==> src/rtl/core/srsw_pkg.sv <==
// Package of the selective-repeat sender window: word types, codes, fixed widths.
// No dependencies; the files that use it refer to it by scoped names.
package srsw_pkg;

  localparam int FRAME_NUM_W = 16;  // frame numbers and counters
  localparam int WIN_W       = 4;   // window_size register
  localparam int ACK_BITS    = 8;   // one outcome bit per slot
  localparam int SLOT_W      = 3;   // slot index, below ACK_BITS
  localparam int CFG_DATA_W  = 16;
  localparam int CMDQ_DEPTH  = 2;
  localparam int OUTQ_DEPTH  = 4;

  localparam logic [0:0] REG_FRAME_TOTAL = 1'b0;
  localparam logic [0:0] REG_WINDOW_SIZE = 1'b1;

  localparam logic CMD_START = 1'b0;
  localparam logic CMD_ROUND = 1'b1;

  typedef enum logic [2:0] {
    EV_SENT  = 3'd0,
    EV_ACK   = 3'd1,
    EV_FAIL  = 3'd2,
    EV_START = 3'd3,
    EV_DONE  = 3'd4
  } event_kind_e;

  typedef enum logic [2:0] {
    ST_IDLE,
    ST_SEND,
    ST_REPORT,
    ST_COMPACT,
    ST_FLUSH
  } back_state_e;

  // Classified command handed from the front to the back.
  typedef struct packed {
    logic                is_round;
    logic [ACK_BITS-1:0] fails;
    logic [SLOT_W-1:0]   last_slot;
  } cmd_t;

  // One result word.
  typedef struct packed {
    event_kind_e            kind;
    logic [FRAME_NUM_W-1:0] frame;
    logic                   last;
  } res_t;

endpackage

==> src/rtl/core/srsw_fifo.sv <==
// Small first-word-fall-through queue of flip-flops, used on both sides of the back.
// No package dependency.
module srsw_fifo #(
  parameter int WIDTH = 8,
  parameter int DEPTH = 2
) (
  input  logic             clk_i,
  input  logic             rst_ni,
  input  logic             push_i,
  input  logic [WIDTH-1:0] data_i,
  output logic             full_o,
  input  logic             pop_i,
  output logic             empty_o,
  output logic [WIDTH-1:0] data_o
);

  localparam int AW = (DEPTH > 1) ? $clog2(DEPTH) : 1;
  localparam int CW = $clog2(DEPTH + 1);

  logic [WIDTH-1:0] mem_q [DEPTH];
  logic [AW-1:0]    wr_q, wr_d, rd_q, rd_d;
  logic [CW-1:0]    cnt_q, cnt_d;
  logic             do_push, do_pop;

  assign full_o  = (cnt_q == CW'(DEPTH));
  assign empty_o = (cnt_q == '0);
  assign data_o  = mem_q[rd_q];
  assign do_push = push_i && !full_o;
  assign do_pop  = pop_i && !empty_o;

  always_comb begin
    wr_d  = wr_q;
    rd_d  = rd_q;
    cnt_d = cnt_q;
    if (do_push) begin
      wr_d = (wr_q == AW'(DEPTH - 1)) ? '0 : AW'(wr_q + 1'b1);
    end
    if (do_pop) begin
      rd_d = (rd_q == AW'(DEPTH - 1)) ? '0 : AW'(rd_q + 1'b1);
    end
    if (do_push && !do_pop) begin
      cnt_d = CW'(cnt_q + 1'b1);
    end else if (do_pop && !do_push) begin
      cnt_d = CW'(cnt_q - 1'b1);
    end
  end

  always_ff @(posedge clk_i or negedge rst_ni) begin
    if (!rst_ni) begin
      wr_q  <= '0;
      rd_q  <= '0;
      cnt_q <= '0;
    end else begin
      wr_q  <= wr_d;
      rd_q  <= rd_d;
      cnt_q <= cnt_d;
    end
  end

  always_ff @(posedge clk_i) begin
    if (do_push) begin
      mem_q[wr_q] <= data_i;
    end
  end

endmodule

==> src/rtl/core/srsw_front.sv <==
// Front of the sender window: takes input words, classifies them, queues them.
// Depends on srsw_pkg and srsw_fifo.
module srsw_front #(
  parameter int WINDOW_DEPTH = 8
) (
  input  logic                                clk_i,
  input  logic                                rst_ni,
  input  logic                                push_i,
  input  logic                                command_i,
  input  logic [srsw_pkg::ACK_BITS-1:0]       ack_fail_bits_i,
  input  logic [srsw_pkg::WIN_W-1:0]          window_size_i,
  output logic                                full_o,
  output logic                                cmd_valid_o,
  output srsw_pkg::cmd_t                      cmd_o,
  input  logic                                cmd_pop_i
);

  localparam int SLOT_CAP = (WINDOW_DEPTH < srsw_pkg::ACK_BITS) ?
                            WINDOW_DEPTH : srsw_pkg::ACK_BITS;

  logic [srsw_pkg::WIN_W-1:0]                  eff_win;
  srsw_pkg::cmd_t                              cls;
  logic                                        q_empty;
  logic [$bits(srsw_pkg::cmd_t)-1:0]           q_data;

  // Clamp the window: zero acts as one, saturate at the slot cap.
  always_comb begin
    if (window_size_i == '0) begin
      eff_win = srsw_pkg::WIN_W'(1);
    end else if (window_size_i > srsw_pkg::WIN_W'(SLOT_CAP)) begin
      eff_win = srsw_pkg::WIN_W'(SLOT_CAP);
    end else begin
      eff_win = window_size_i;
    end
    cls.is_round  = (command_i == srsw_pkg::CMD_ROUND);
    cls.fails     = ack_fail_bits_i;
    cls.last_slot = srsw_pkg::SLOT_W'(eff_win - srsw_pkg::WIN_W'(1));
  end

  srsw_fifo #(
    .WIDTH ($bits(srsw_pkg::cmd_t)),
    .DEPTH (srsw_pkg::CMDQ_DEPTH)
  ) u_cmdq (
    .clk_i   (clk_i),
    .rst_ni  (rst_ni),
    .push_i  (push_i),
    .data_i  (cls),
    .full_o  (full_o),
    .pop_i   (cmd_pop_i),
    .empty_o (q_empty),
    .data_o  (q_data)
  );

  assign cmd_valid_o = !q_empty;
  assign cmd_o       = srsw_pkg::cmd_t'(q_data);

endmodule

==> src/rtl/core/srsw_back.sv <==
// Back of the sender window: slot sequencer, transfer counters, retransmit list.
// Depends on srsw_pkg.
module srsw_back #(
  parameter int WINDOW_DEPTH = 8,
  parameter int FRAME_BITS   = 16
) (
  input  logic                                clk_i,
  input  logic                                rst_ni,
  input  logic [srsw_pkg::FRAME_NUM_W-1:0]    frame_total_i,
  input  logic                                cmd_valid_i,
  input  srsw_pkg::cmd_t                      cmd_i,
  output logic                                cmd_pop_o,
  input  logic                                res_full_i,
  output logic                                res_push_o,
  output srsw_pkg::res_t                      res_o
);

  localparam int IDX_W = (WINDOW_DEPTH > 1) ? $clog2(WINDOW_DEPTH) : 1;
  localparam int CW    = $clog2(WINDOW_DEPTH + 1);
  localparam int FW    = srsw_pkg::FRAME_NUM_W;

  srsw_pkg::back_state_e             state_q, state_d;
  logic [srsw_pkg::SLOT_W-1:0]       slot_q, slot_d, last_slot_q, last_slot_d;
  logic [srsw_pkg::ACK_BITS-1:0]     fails_q, fails_d;
  logic [FW-1:0]                     hs_q, hs_d, hr_q, hr_d, acked_q, acked_d;
  logic [CW-1:0]                     ip_q, ip_d, keep_q, keep_d;
  logic [IDX_W-1:0]                  sweep_q, sweep_d;
  logic                              pend_valid_q, pend_valid_d;
  srsw_pkg::res_t                    pend_q, pend_d;

  logic [FRAME_BITS-1:0]             list_q [WINDOW_DEPTH];
  logic [WINDOW_DEPTH-1:0]           valid_q;

  logic                              list_we;
  logic [IDX_W-1:0]                  list_wa;
  logic [FRAME_BITS-1:0]             list_wd;
  logic                              vset, vclr, vclr_all;
  logic [IDX_W-1:0]                  vset_idx;

  logic [31:0]                       slot_wide, rd_wide, new_wide;
  logic [IDX_W-1:0]                  slot_idx, rd_idx;
  logic                              rd_valid;
  logic [FRAME_BITS-1:0]             rd_entry;
  logic [FW-1:0]                     rd_frame, new_frame;
  logic [srsw_pkg::ACK_BITS-1:0]     fail_sh;
  logic                              fail_bit;
  logic                              emit;
  srsw_pkg::res_t                    emit_res;

  assign slot_wide = 32'(slot_q);
  assign slot_idx  = slot_wide[IDX_W-1:0];
  assign rd_idx    = (state_q == srsw_pkg::ST_COMPACT) ? sweep_q : slot_idx;
  assign rd_valid  = valid_q[rd_idx];
  assign rd_entry  = list_q[rd_idx];
  assign rd_wide   = 32'(rd_entry);
  assign rd_frame  = rd_wide[FW-1:0];
  assign fail_sh   = fails_q >> slot_q;
  assign fail_bit  = fail_sh[0];
  assign new_frame = (state_q == srsw_pkg::ST_SEND) ? FW'(hs_q + 1'b1) : FW'(hr_q + 1'b1);
  assign new_wide  = 32'(new_frame);

  always_comb begin
    state_d      = state_q;
    slot_d       = slot_q;
    last_slot_d  = last_slot_q;
    fails_d      = fails_q;
    hs_d         = hs_q;
    hr_d         = hr_q;
    acked_d      = acked_q;
    ip_d         = ip_q;
    keep_d       = keep_q;
    sweep_d      = sweep_q;
    pend_valid_d = pend_valid_q;
    pend_d       = pend_q;
    cmd_pop_o    = 1'b0;
    res_push_o   = 1'b0;
    res_o        = '{kind: pend_q.kind, frame: pend_q.frame, last: 1'b0};
    list_we      = 1'b0;
    list_wa      = ip_q[IDX_W-1:0];
    list_wd      = new_wide[FRAME_BITS-1:0];
    vset         = 1'b0;
    vset_idx     = ip_q[IDX_W-1:0];
    vclr         = 1'b0;
    vclr_all     = 1'b0;
    emit         = 1'b0;
    emit_res     = '{kind: srsw_pkg::EV_SENT, frame: new_frame, last: 1'b0};

    case (state_q)
      srsw_pkg::ST_IDLE: begin
        if (cmd_valid_i && !res_full_i) begin
          cmd_pop_o = 1'b1;
          if (!cmd_i.is_round) begin
            res_push_o = 1'b1;
            res_o      = '{kind: srsw_pkg::EV_START, frame: '0, last: 1'b1};
            hs_d       = '0;
            hr_d       = '0;
            acked_d    = '0;
            ip_d       = '0;
            vclr_all   = 1'b1;
          end else if (acked_q >= frame_total_i) begin
            res_push_o = 1'b1;
            res_o      = '{kind: srsw_pkg::EV_DONE, frame: '0, last: 1'b1};
          end else begin
            fails_d     = cmd_i.fails;
            last_slot_d = cmd_i.last_slot;
            slot_d      = '0;
            state_d     = srsw_pkg::ST_SEND;
          end
        end
      end

      srsw_pkg::ST_SEND: begin
        if (!res_full_i) begin
          if (rd_valid) begin
            emit     = 1'b1;
            emit_res = '{kind: srsw_pkg::EV_SENT, frame: rd_frame, last: 1'b0};
          end else if (hs_q < frame_total_i) begin
            hs_d = new_frame;
            emit = 1'b1;
          end
          if (slot_q == last_slot_q) begin
            slot_d  = '0;
            state_d = srsw_pkg::ST_REPORT;
          end else begin
            slot_d = srsw_pkg::SLOT_W'(slot_q + 1'b1);
          end
        end
      end

      srsw_pkg::ST_REPORT: begin
        if (acked_q >= frame_total_i) begin
          sweep_d = '0;
          keep_d  = '0;
          state_d = srsw_pkg::ST_COMPACT;
        end else if (!res_full_i) begin
          if (rd_valid) begin
            emit = 1'b1;
            if (!fail_bit) begin
              vclr     = 1'b1;
              acked_d  = FW'(acked_q + 1'b1);
              emit_res = '{kind: srsw_pkg::EV_ACK, frame: rd_frame, last: 1'b0};
            end else begin
              emit_res = '{kind: srsw_pkg::EV_FAIL, frame: rd_frame, last: 1'b0};
            end
          end else if (hr_q < frame_total_i) begin
            hr_d = new_frame;
            emit = 1'b1;
            if (!fail_bit) begin
              acked_d  = FW'(acked_q + 1'b1);
              emit_res = '{kind: srsw_pkg::EV_ACK, frame: new_frame, last: 1'b0};
            end else begin
              // Append the failed frame to the retransmit list while it has room.
              if (ip_q < CW'(WINDOW_DEPTH)) begin
                list_we = 1'b1;
                vset    = 1'b1;
                ip_d    = CW'(ip_q + 1'b1);
              end
              emit_res = '{kind: srsw_pkg::EV_FAIL, frame: new_frame, last: 1'b0};
            end
          end
          if (slot_q == last_slot_q) begin
            sweep_d = '0;
            keep_d  = '0;
            state_d = srsw_pkg::ST_COMPACT;
          end else begin
            slot_d = srsw_pkg::SLOT_W'(slot_q + 1'b1);
          end
        end
      end

      srsw_pkg::ST_COMPACT: begin
        // Move each live entry down to the next free place, one entry a cycle.
        if (rd_valid) begin
          list_we  = 1'b1;
          list_wa  = keep_q[IDX_W-1:0];
          list_wd  = rd_entry;
          vclr     = 1'b1;
          vset     = 1'b1;
          vset_idx = keep_q[IDX_W-1:0];
          keep_d   = CW'(keep_q + 1'b1);
        end
        if (sweep_q == IDX_W'(WINDOW_DEPTH - 1)) begin
          ip_d    = keep_d;
          state_d = srsw_pkg::ST_FLUSH;
        end else begin
          sweep_d = IDX_W'(sweep_q + 1'b1);
        end
      end

      srsw_pkg::ST_FLUSH: begin
        if (!pend_valid_q) begin
          state_d = srsw_pkg::ST_IDLE;
        end else if (!res_full_i) begin
          res_push_o   = 1'b1;
          res_o        = '{kind: pend_q.kind, frame: pend_q.frame, last: 1'b1};
          pend_valid_d = 1'b0;
          state_d      = srsw_pkg::ST_IDLE;
        end
      end

      default: begin
        state_d = srsw_pkg::ST_IDLE;
      end
    endcase

    // Hold back one result so the final one of a round can carry its mark.
    if (emit) begin
      if (pend_valid_q) begin
        res_push_o = 1'b1;
      end
      pend_d       = emit_res;
      pend_valid_d = 1'b1;
    end
  end

  always_ff @(posedge clk_i or negedge rst_ni) begin
    if (!rst_ni) begin
      state_q      <= srsw_pkg::ST_IDLE;
      slot_q       <= '0;
      last_slot_q  <= '0;
      fails_q      <= '0;
      hs_q         <= '0;
      hr_q         <= '0;
      acked_q      <= '0;
      ip_q         <= '0;
      keep_q       <= '0;
      sweep_q      <= '0;
      pend_valid_q <= 1'b0;
    end else begin
      state_q      <= state_d;
      slot_q       <= slot_d;
      last_slot_q  <= last_slot_d;
      fails_q      <= fails_d;
      hs_q         <= hs_d;
      hr_q         <= hr_d;
      acked_q      <= acked_d;
      ip_q         <= ip_d;
      keep_q       <= keep_d;
      sweep_q      <= sweep_d;
      pend_valid_q <= pend_valid_d;
    end
  end

  always_ff @(posedge clk_i) begin
    pend_q <= pend_d;
  end

  // Valid marks: a set wins over a clear at the same place.
  always_ff @(posedge clk_i or negedge rst_ni) begin
    if (!rst_ni) begin
      valid_q <= '0;
    end else if (vclr_all) begin
      valid_q <= '0;
    end else begin
      for (int i = 0; i < WINDOW_DEPTH; i++) begin
        if (vclr && (rd_idx == IDX_W'(i))) begin
          valid_q[i] <= 1'b0;
        end
        if (vset && (vset_idx == IDX_W'(i))) begin
          valid_q[i] <= 1'b1;
        end
      end
    end
  end

  always_ff @(posedge clk_i) begin
    if (list_we) begin
      list_q[list_wa] <= list_wd;
    end
  end

endmodule

==> src/rtl/core/selective_repeat_sender_window.sv <==
// Selective-repeat sender window. Push command words (start a transfer, or run one
// round with one ack-failure bit per slot) and pop event words: frames sent in slot
// order, then one acked/failed report per slot, last_of_round_o marking the final
// word each command causes. The front classifies each command and queues up to two
// of them, so it keeps taking words while the back works; the back runs a sequencer
// that handles one slot per cycle and feeds a four-word result queue. A start or a
// round after completion is answered straight from the idle state; a round runs the
// slot sequencer (send pass, then report pass), then the compaction sweep that goes
// over every retransmit list entry once. A full result queue stalls the back. Frame
// numbers run from 1 to frame_total; entries of the retransmit list are FRAME_BITS
// wide.
// Depends on srsw_pkg, srsw_fifo, srsw_front and srsw_back.
module selective_repeat_sender_window #(
  parameter int WINDOW_DEPTH = 8,
  parameter int FRAME_BITS   = 16
) (
  input  logic                                 clk_i,
  input  logic                                 rst_ni,
  // Command side
  input  logic                                 push,
  output logic                                 full,
  input  logic                                 command_i,
  input  logic [srsw_pkg::ACK_BITS-1:0]        ack_fail_bits_i,
  // Event side
  output logic                                 empty,
  input  logic                                 pop,
  output logic [2:0]                           event_kind_o,
  output logic [srsw_pkg::FRAME_NUM_W-1:0]     frame_number_o,
  output logic                                 last_of_round_o,
  // Register writes
  input  logic                                 cfg_we_i,
  input  logic [0:0]                           cfg_index_i,
  input  logic [srsw_pkg::CFG_DATA_W-1:0]      cfg_data_i
);

  logic [srsw_pkg::FRAME_NUM_W-1:0]   frame_total_q;
  logic [srsw_pkg::WIN_W-1:0]         window_size_q;

  logic                               cmd_valid, cmd_pop;
  srsw_pkg::cmd_t                     cmd;
  logic                               res_push, res_full;
  srsw_pkg::res_t                     res_in, res_out;
  logic [$bits(srsw_pkg::res_t)-1:0]  outq_data;

  // Registers take effect at once; the user must write them only while the block is idle (not enforced here).
  always_ff @(posedge clk_i or negedge rst_ni) begin
    if (!rst_ni) begin
      frame_total_q <= srsw_pkg::FRAME_NUM_W'(1);
      window_size_q <= srsw_pkg::WIN_W'(1);
    end else if (cfg_we_i) begin
      case (cfg_index_i)
        srsw_pkg::REG_FRAME_TOTAL: frame_total_q <= cfg_data_i[srsw_pkg::FRAME_NUM_W-1:0];
        srsw_pkg::REG_WINDOW_SIZE: window_size_q <= cfg_data_i[srsw_pkg::WIN_W-1:0];
        default: begin
        end
      endcase
    end
  end

  srsw_front #(
    .WINDOW_DEPTH (WINDOW_DEPTH)
  ) u_front (
    .clk_i           (clk_i),
    .rst_ni          (rst_ni),
    .push_i          (push),
    .command_i       (command_i),
    .ack_fail_bits_i (ack_fail_bits_i),
    .window_size_i   (window_size_q),
    .full_o          (full),
    .cmd_valid_o     (cmd_valid),
    .cmd_o           (cmd),
    .cmd_pop_i       (cmd_pop)
  );

  srsw_back #(
    .WINDOW_DEPTH (WINDOW_DEPTH),
    .FRAME_BITS   (FRAME_BITS)
  ) u_back (
    .clk_i         (clk_i),
    .rst_ni        (rst_ni),
    .frame_total_i (frame_total_q),
    .cmd_valid_i   (cmd_valid),
    .cmd_i         (cmd),
    .cmd_pop_o     (cmd_pop),
    .res_full_i    (res_full),
    .res_push_o    (res_push),
    .res_o         (res_in)
  );

  // Result queue: parts the back from the consumer.
  srsw_fifo #(
    .WIDTH ($bits(srsw_pkg::res_t)),
    .DEPTH (srsw_pkg::OUTQ_DEPTH)
  ) u_outq (
    .clk_i   (clk_i),
    .rst_ni  (rst_ni),
    .push_i  (res_push),
    .data_i  (res_in),
    .full_o  (res_full),
    .pop_i   (pop),
    .empty_o (empty),
    .data_o  (outq_data)
  );

  assign res_out         = srsw_pkg::res_t'(outq_data);
  assign event_kind_o    = res_out.kind;
  assign frame_number_o  = res_out.frame;
  assign last_of_round_o = res_out.last;

endmodule

==> config.mk <==
export PLATFORM = sky130hd
export DESIGN_NAME = selective_repeat_sender_window
export DESIGN_NICKNAME = d
export VERILOG_FILES = /design/src/rtl/core/srsw_pkg.sv /design/src/rtl/core/srsw_fifo.sv /design/src/rtl/core/srsw_front.sv /design/src/rtl/core/srsw_back.sv /design/src/rtl/core/selective_repeat_sender_window.sv
export SDC_FILE = /design/constraint.sdc
export NUM_CORES = 1
export LEC_CHECK = 0
export BUFFER_PORTS_ARGS = -buffer_cell sky130_fd_sc_hd__clkbuf_2
export CAP_MARGIN = 30
export CORE_UTILIZATION = 30
export DETAILED_ROUTE_END_ITERATION = 10
export MAX_ROUTING_LAYER = met4
export PLACE_DENSITY = 0.45
export SLEW_MARGIN = 20
export SYNTH_ARGS = -nofsm -noshare
export SYNTH_HDL_FRONTEND = slang
export SYNTH_SLANG_ARGS = --single-unit
==> constraint.sdc <==
create_clock -name clk_i -period 11.8 [get_ports clk_i]
set_input_delay 0 -clock clk_i [delete_from_list [all_inputs] [get_ports clk_i]]
set_output_delay 0 -clock clk_i [all_outputs]
set_load 0.02 [all_outputs]
==> impl_metrics.json, run 1 <==
{
  "outcome": "completed",
  "arrival_ns": 5.38,
  "clk_path_buf_depth": 3,
  "vias_per_cell": 5.06,
  "dieArea_mm2": 0.0597,
  "slew_headroom_pct": 28.2,
  "dp_cells": 2182,
  "globalRouteMet2Util_pct": 25.8,
  "synth.area.top_cells": "edfxtp_1 43%, dfrtp_1 16%, ha_1 4.3%, mux2i_1 4.3%, o21ai_0 3.4%",
  "wl_per_cell_um": 20.0,
  "synthArstFlopShare_pct": 31.7,
  "routed_wl_um": 46400,
  "ys.flop_type": "edfxtp_1",
  "grt_use_total_pct": 16.1,
  "worstSkewPairLatency_ns": 0.57,
  "cp_slowest_stage_delay_ns": 0.90,
  "p_per_area_mw_per_mm2": 279,
  "clk_pin_slew_worst_paths_ns": 0.06,
  "rows": 88,
  "antenna_cells": 0,
  "die_h_um": 244,
  "peakVddDrop_v": 0.000169,
  "cts_tree": "done",
  "setup_viol_count_final": 0,
  "portBuffers": 52,
  "grt_first_pass_wirelength_um": 71800,
  "dpl.hpwl_um": 31000,
  "min_path_type": "in -> reg",
  "drt_iter0_markers": 712,
  "max_slew.worst_pin.slew_ns": 1.07,
  "cts_resized": 0,
  "clock_sinks": 366,
  "cts_setup_buffers": 0,
  "postSynthCellCount": 1402,
  "path_delay_family": "compound AO/OA/AOI/OAI gates",
  "grtUsageMet3_pct": 2.33,
  "use_met1_pct": 21.4,
  "drive_gt1_share_pct": 15.1,
  "drtPass1Iterations": 6,
  "p_leak_nw": 8.03,
  "final_max_slew_viol_count": 0,
  "maxCapViolations": 0,
  "max_freq_mhz": 204,
  "num-nets-final": 1617,
  "grt_setup_unrepaired": "false",
  "syn_area_per_cell_um2": 12.6,
  "syn-num-nets": 1495,
  "cts_hold_repair.buffers": 61,
  "grt_overflow": 0,
  "ctsRootBufferMaster": "clkbuf_16",
  "post-route-period-util_pct": 41.5,
  "slowest_stage": "dfrtp_1",
  "crit_fanout": 28,
  "final_cell_mix": "250 x edfxtp_1, 121 x nand2_1, 117 x o21ai_0",
  "ys_seq_area_share_pct": 59.1,
  "yosys_warnings": 0,
  "crit_required_ns": 12.29,
  "path_cells": "and3b_1 -> mux2_4 -> a221o_1 -> o22ai_4 -> o21ai_0 -> and3_1 -> o21ai_0 -> ha_1 -> inv_1 -> fa_1 -> xor2_1 -> nor2_1 -> xor2_1",
  "finalPower_mw": 5.84,
  "hold_viol_final": 0,
  "setup.worst_path.end_class": "flop",
  "grt_max_degree": 70,
  "antenna_found_initial": 0,
  "ant_nets": 0,
  "synth_area_mm2": 0.0176,
  "synth_cell_types": 81,
  "grt_pass1_vias": 11800,
  "fin_cells": 2321,
  "syn_to_final_growth_pct": 18.9,
  "setup_tns_ns": 0,
  "yosysTopAreaCell": "edfxtp_1",
  "path_buf_inv": 1,
  "initial_core_util_pct": 30.4,
  "htreeDepth": 2,
  "synth_top_cell_area_share_pct": 42.6,
  "layout_min_cycle_time_ns": 4.89,
  "fp.dieW_um": 244,
  "final_common_cell": "edfxtp_1",
  "worstSetupPathType": "reg -> reg",
  "vias": 11700,
  "remaining_drc_errors": 0,
  "synth_edf_count": 250,
  "io_pins": 53,
  "startpoint_type": "flop",
  "synth_seq_cells": 366,
  "place_congestion": 0.813,
  "busiest_layer": "met2",
  "core_mm2": 0.0579,
  "skew_ns": 0.0175,
  "cts_made_buffers": 41
}
[layer usage]
layer	share of wire, %	vias to the layer above
met1	47	5857
met5	0	-
li1	-	5626
met2	47	197
met3	3.5	53
met4	1.9	0
[where the power goes]
group / total [mW] / leakage, nW / switching [mW] / internal, mW
Clock: 1.26 / 0.644 / 0.528 / 0.729
Sequential: 2.16 / 3.82 / 0.193 / 1.97
Combinational: 2.43 / 3.57 / 1.56 / 0.867
[metrics by stage]
stage / cell area, um2 / worst slack [ns] / hold WS, ns / utilization, %
2_1_floorplan: 17600 / 8.01 / -0.296 / -
3_3_place_gp: 18800 / 7.03 / 0.191 / 32.5
3_5_place_dp: 19000 / 6.96 / 0.193 / 32.8
4_1_cts: 20900 / 6.92 / 0.134 / 36.1
5_1_grt: 21000 / 6.55 / 0.171 / 36.2
6_report: 21000 / 6.91 / 0.172 / 36.2
[final timing paths]
| kind | start | end | slack (ns) | cells after the start |
|---|---|---|---|---|
| max in group asynchronous | rst_ni | u_back.hs_q[1] | 10.06 | 5 |
| hold reg to reg | u_back.fails_q[1] | u_back.fails_q[1] | 0.47 | 2 |
| min in group asynchronous | rst_ni | u_back.fails_q[7] | 0.43 | 3 |
| setup / recovery | u_back.state_q[0] | u_outq.cnt_q[2] | 6.91 | 13 |
| hold / removal | ack_fail_bits_i[7] | u_front.u_cmdq.mem_q[1][10] | 0.17 | 2 |
| setup reg to reg | u_back.state_q[0] | u_outq.cnt_q[2] | 6.91 | 13 |
[layout make-up]
class | count | area [um2]
Fill cell | 5635 | 37000
Sequential cell | 366 | 10400
Multi-Input combinational cell | 921 | 6830
Timing Repair Buffer | 155 | 1300
Clock buffer | 59 | 1150
Tap cell | 765 | 957
Clock inverter | 16 | 155
Inverter | 39 | 146
[registers in the layout, indices dropped and copies added, names as in the netlist, 4 cells and up]
| name | cells |
|---|---|
| u_back.list_q | 128 |
| u_outq.mem_q | 80 |
| u_front.u_cmdq.mem_q | 24 |
| u_back.pend_q | 18 |
| frame_total_q | 16 |
| u_back.acked_q | 16 |
| u_back.hr_q | 16 |
| u_back.hs_q | 16 |
| u_back.fails_q | 8 |
| u_back.valid_q | 8 |
| u_back.ip_q | 4 |
| u_back.keep_q | 4 |
| window_size_q | 4 |
[logic make-up (layout without fill, tap and decap cells)]
kind of cell	count (synthesis)	after routing	synth area share, %
buffers and inverters	115	269	2.59
multiplexers	126	126	8.96
flip-flops	366	366	59.1
AND/OR/NAND/NOR	353	353	10.0
XOR/XNOR	29	29	1.44
adder cells (fa/ha/maj)	62	62	4.44
AO/OA/AOI/OAI	351	351	13.4
[cells in the mapped netlist, types with 23 or more instances]
master      n
edfxtp_1  250
o31ai_1    36
inv_1      39
dfrtp_1   114
ha_1       61
mux2_2     26
nor2_1     61
nand2_1   121
a21oi_1    51
nor2b_1    23
mux2i_1    76
clkbuf_1   51
nand3_1    33
o21ai_0   118
Power figures use the tool's default switching activity.
==> inputs of run 2 (changes only) <==
==> constraint.sdc (replaced) <==
create_clock -name clk_i -period 4.8 [get_ports clk_i]
set_input_delay 0 -clock clk_i [delete_from_list [all_inputs] [get_ports clk_i]]
set_output_delay 0 -clock clk_i [all_outputs]
set_load 0.02 [all_outputs]
==> run 2 against run 1 <==
  * Die area unchanged
  * Power increased by 150%
  * Hold slack got worse by 0.12 ns
  * Clock skew increased by 0.0061 ns
  * Global-route usage increased by 0.37 points
  * Final area about the same
  * Sequential share of layout area about the same
  * Fmax increased by 19%
  * First-iteration DRC count increased by 10%
==> impl_metrics.json, run 2 (synthesized netlist as in run 1, its figures left out) <==
{
  "outcome": "completed",
  "vias": 12000,
  "htreeDepth": 2,
  "ant_nets": 0,
  "skew_ns": 0.0236,
  "drt_iter0_markers": 786,
  "peakVddDrop_v": 0.000290,
  "fillerInstances": 5689,
  "antenna_found_initial": 0,
  "reg2reg_slack_ns": 0.67,
  "cts_tree": "done",
  "cts_resized": 0,
  "fin_util_pct": 36.1,
  "dpl.hpwl_um": 31000,
  "io_pins": 53,
  "drive_gt1_share_pct": 16.1,
  "wl_per_cell_um": 20.1,
  "cp_slowest_stage_delay_ns": 0.60,
  "post-route-period-util_pct": 85.9,
  "r2r_start": "u_back.state_q[0]",
  "worstSetupPathType": "reg -> reg",
  "portBuffers": 52,
  "die_h_um": 244,
  "initial_core_util_pct": 30.4,
  "dieArea_mm2": 0.0597,
  "antenna_cells": 0,
  "grt_overflow": 0,
  "final_cell_mix": "250 x edfxtp_1, 121 x nand2_1, 117 x o21ai_0",
  "cts_made_buffers": 41,
  "clk_pin_slew_worst_paths_ns": 0.06,
  "setup_viol_count_final": 0,
  "max_freq_mhz": 242,
  "regMostFlops": "u_back.list_q",
  "crit_required_ns": 5.30,
  "arrival_ns": 4.63,
  "maxCapViolations": 0,
  "grt_first_pass_wirelength_um": 73500,
  "path_cells": "nand3b_4 -> mux2i_4 -> a221o_1 -> o22ai_4 -> o21ai_0 -> and3_1 -> o21ai_0 -> ha_1 -> inv_1 -> fa_1 -> xor2_1 -> nor2_1 -> xor2_1",
  "rows": 88,
  "ctsRootBufferMaster": "clkbuf_16",
  "grt_max_degree": 70,
  "worstSkewPairLatency_ns": 0.57,
  "hold_path_end": "frame_total_q[0]",
  "routed_wl_um": 46800,
  "vias_per_cell": 5.12,
  "final_common_cell": "edfxtp_1",
  "final_max_slew_viol_count": 0,
  "remaining_drc_errors": 0,
  "cts_setup_buffers": 0,
  "grt_pass1_vias": 12100,
  "core_mm2": 0.0579,
  "syn_to_final_growth_pct": 18.8,
  "hp-start": "cfg_index_i",
  "drtPass1Iterations": 6,
  "slew_headroom_pct": 39.9,
  "largest_reg_flops": 128,
  "clk_path_buf_depth": 3,
  "r2r-end": "u_outq.cnt_q[2]",
  "setup.worst_path.end_class": "flop",
  "p_leak_nw": 8.06,
  "slowest_stage": "dfrtp_1",
  "place_congestion": 0.800,
  "num-nets-final": 1629,
  "grt_use_total_pct": 16.4,
  "crit_fanout": 17,
  "fp.dieW_um": 244,
  "max_slew.worst_pin.slew_ns": 0.892,
  "p_per_area_mw_per_mm2": 689,
  "clock_sinks": 366,
  "layout_min_cycle_time_ns": 4.13,
  "setup_tns_ns": 0,
  "grt_setup_unrepaired": "false",
  "rr_worst_depth": 13,
  "whs_path_depth": 4,
  "startpoint_type": "flop",
  "top_regs": "u_back.list_q: 128 flops, u_outq.mem_q: 80 flops, u_front.u_cmdq.mem_q: 24 flops",
  "hold_viol_final": 0,
  "min_path_type": "in -> reg"
}
## run 2: changes by cell type in the layout (fill, tap and decap cells not counted), moves of 2 or more
cell           before  now
buf_4              32   53
clkbuf_1           13    6
buf_8               5    1
clkbuf_8            4    0
clkinv_1            4    8
buf_16              3    0
dlygate4sd3_1      62   59
clkinv_2            7    9
clkinv_4            1    3
clkinvlp_4          0    2
## run 2: stage by stage
stage | hold WS (ns) | cells | setup WS (ns) | total power [mW] | cell area (um2)
after CTS | 0.0360 | 2330 | 0.644 | 14.6 | 20900
final | 0.0566 | 2333 | 0.675 | 14.4 | 20900
after floorplan | -0.296 | 1402 | 1.01 | 9.24 | 17600
after global routing | 0.0670 | 2333 | 0.397 | 15.3 | 20900
after detailed placement | 0.194 | 2197 | 0.675 | 11.4 | 19000
after global placement | 0.190 | 2193 | 0.774 | 11.3 | 19000
## run 2: how the worst max path moves through the flow
stage	startpoint	end
after global placement	u_back.state_q[2]	u_outq.cnt_q[2]
final	u_back.state_q[0]	u_outq.cnt_q[2]
after global routing	u_back.state_q[2]	u_outq.cnt_q[2]
after CTS	u_back.state_q[0]	u_outq.cnt_q[2]
after detailed placement	u_back.state_q[0]	u_outq.cnt_q[2]
after floorplan	u_back.state_q[2]	u_back.list_q[0][14]
## run 2: cell type report
| type | count | area (um2) | share of cell area, % |
|---|---|---|---|
| flip-flops and latches | 366 | 10400 | 49.7 |
| multi-input cells | 921 | 6830 | 32.6 |
| repair buffers | 167 | 1290 | 6.19 |
| clock buffers | 47 | 1050 | 5.01 |
| well taps | 765 | 957 | 4.57 |
| clock inverters | 28 | 251 | 1.20 |
| inverters | 39 | 146 | 0.699 |
## run 2: critical path, delay by kind of cell, from the launching register on
family          cells  cell delay, ns
compound gates      4            1.40
xor+xnor            2            0.29
fa+ha+maj           2            0.66
flops               1            0.60
buf+inv             1            0.07
mux                 1            0.39
simple gates        3            0.64
## run 2: timing repair
item                                    in CTS  in global routing
hold endpoints to repair                   114                 33
endpoints found under the setup margin       0                  0
hold buffers                                58                  1
## run 2: power breakdown
group | switching [mW] | internal, mW | leakage, nW
combinational | 3.94 | 2.17 | 3.60
clock | 1.34 | 1.70 | 0.634
sequential | 0.430 | 4.83 | 3.82
total | 5.71 | 8.70 | 8.06
## run 2: routing by layer
| metal | global-route usage, % | vias to the layer above | part of all wire, % |
|---|---|---|---|
| met1 | 22.0 | 6009 | 47 |
| met5 | - | - | 0 |
| met4 | 3.71 | 0 | 1.5 |
| met3 | 2.49 | 49 | 4.0 |
| met2 | 26.2 | 244 | 48 |
| li1 | - | 5654 | - |
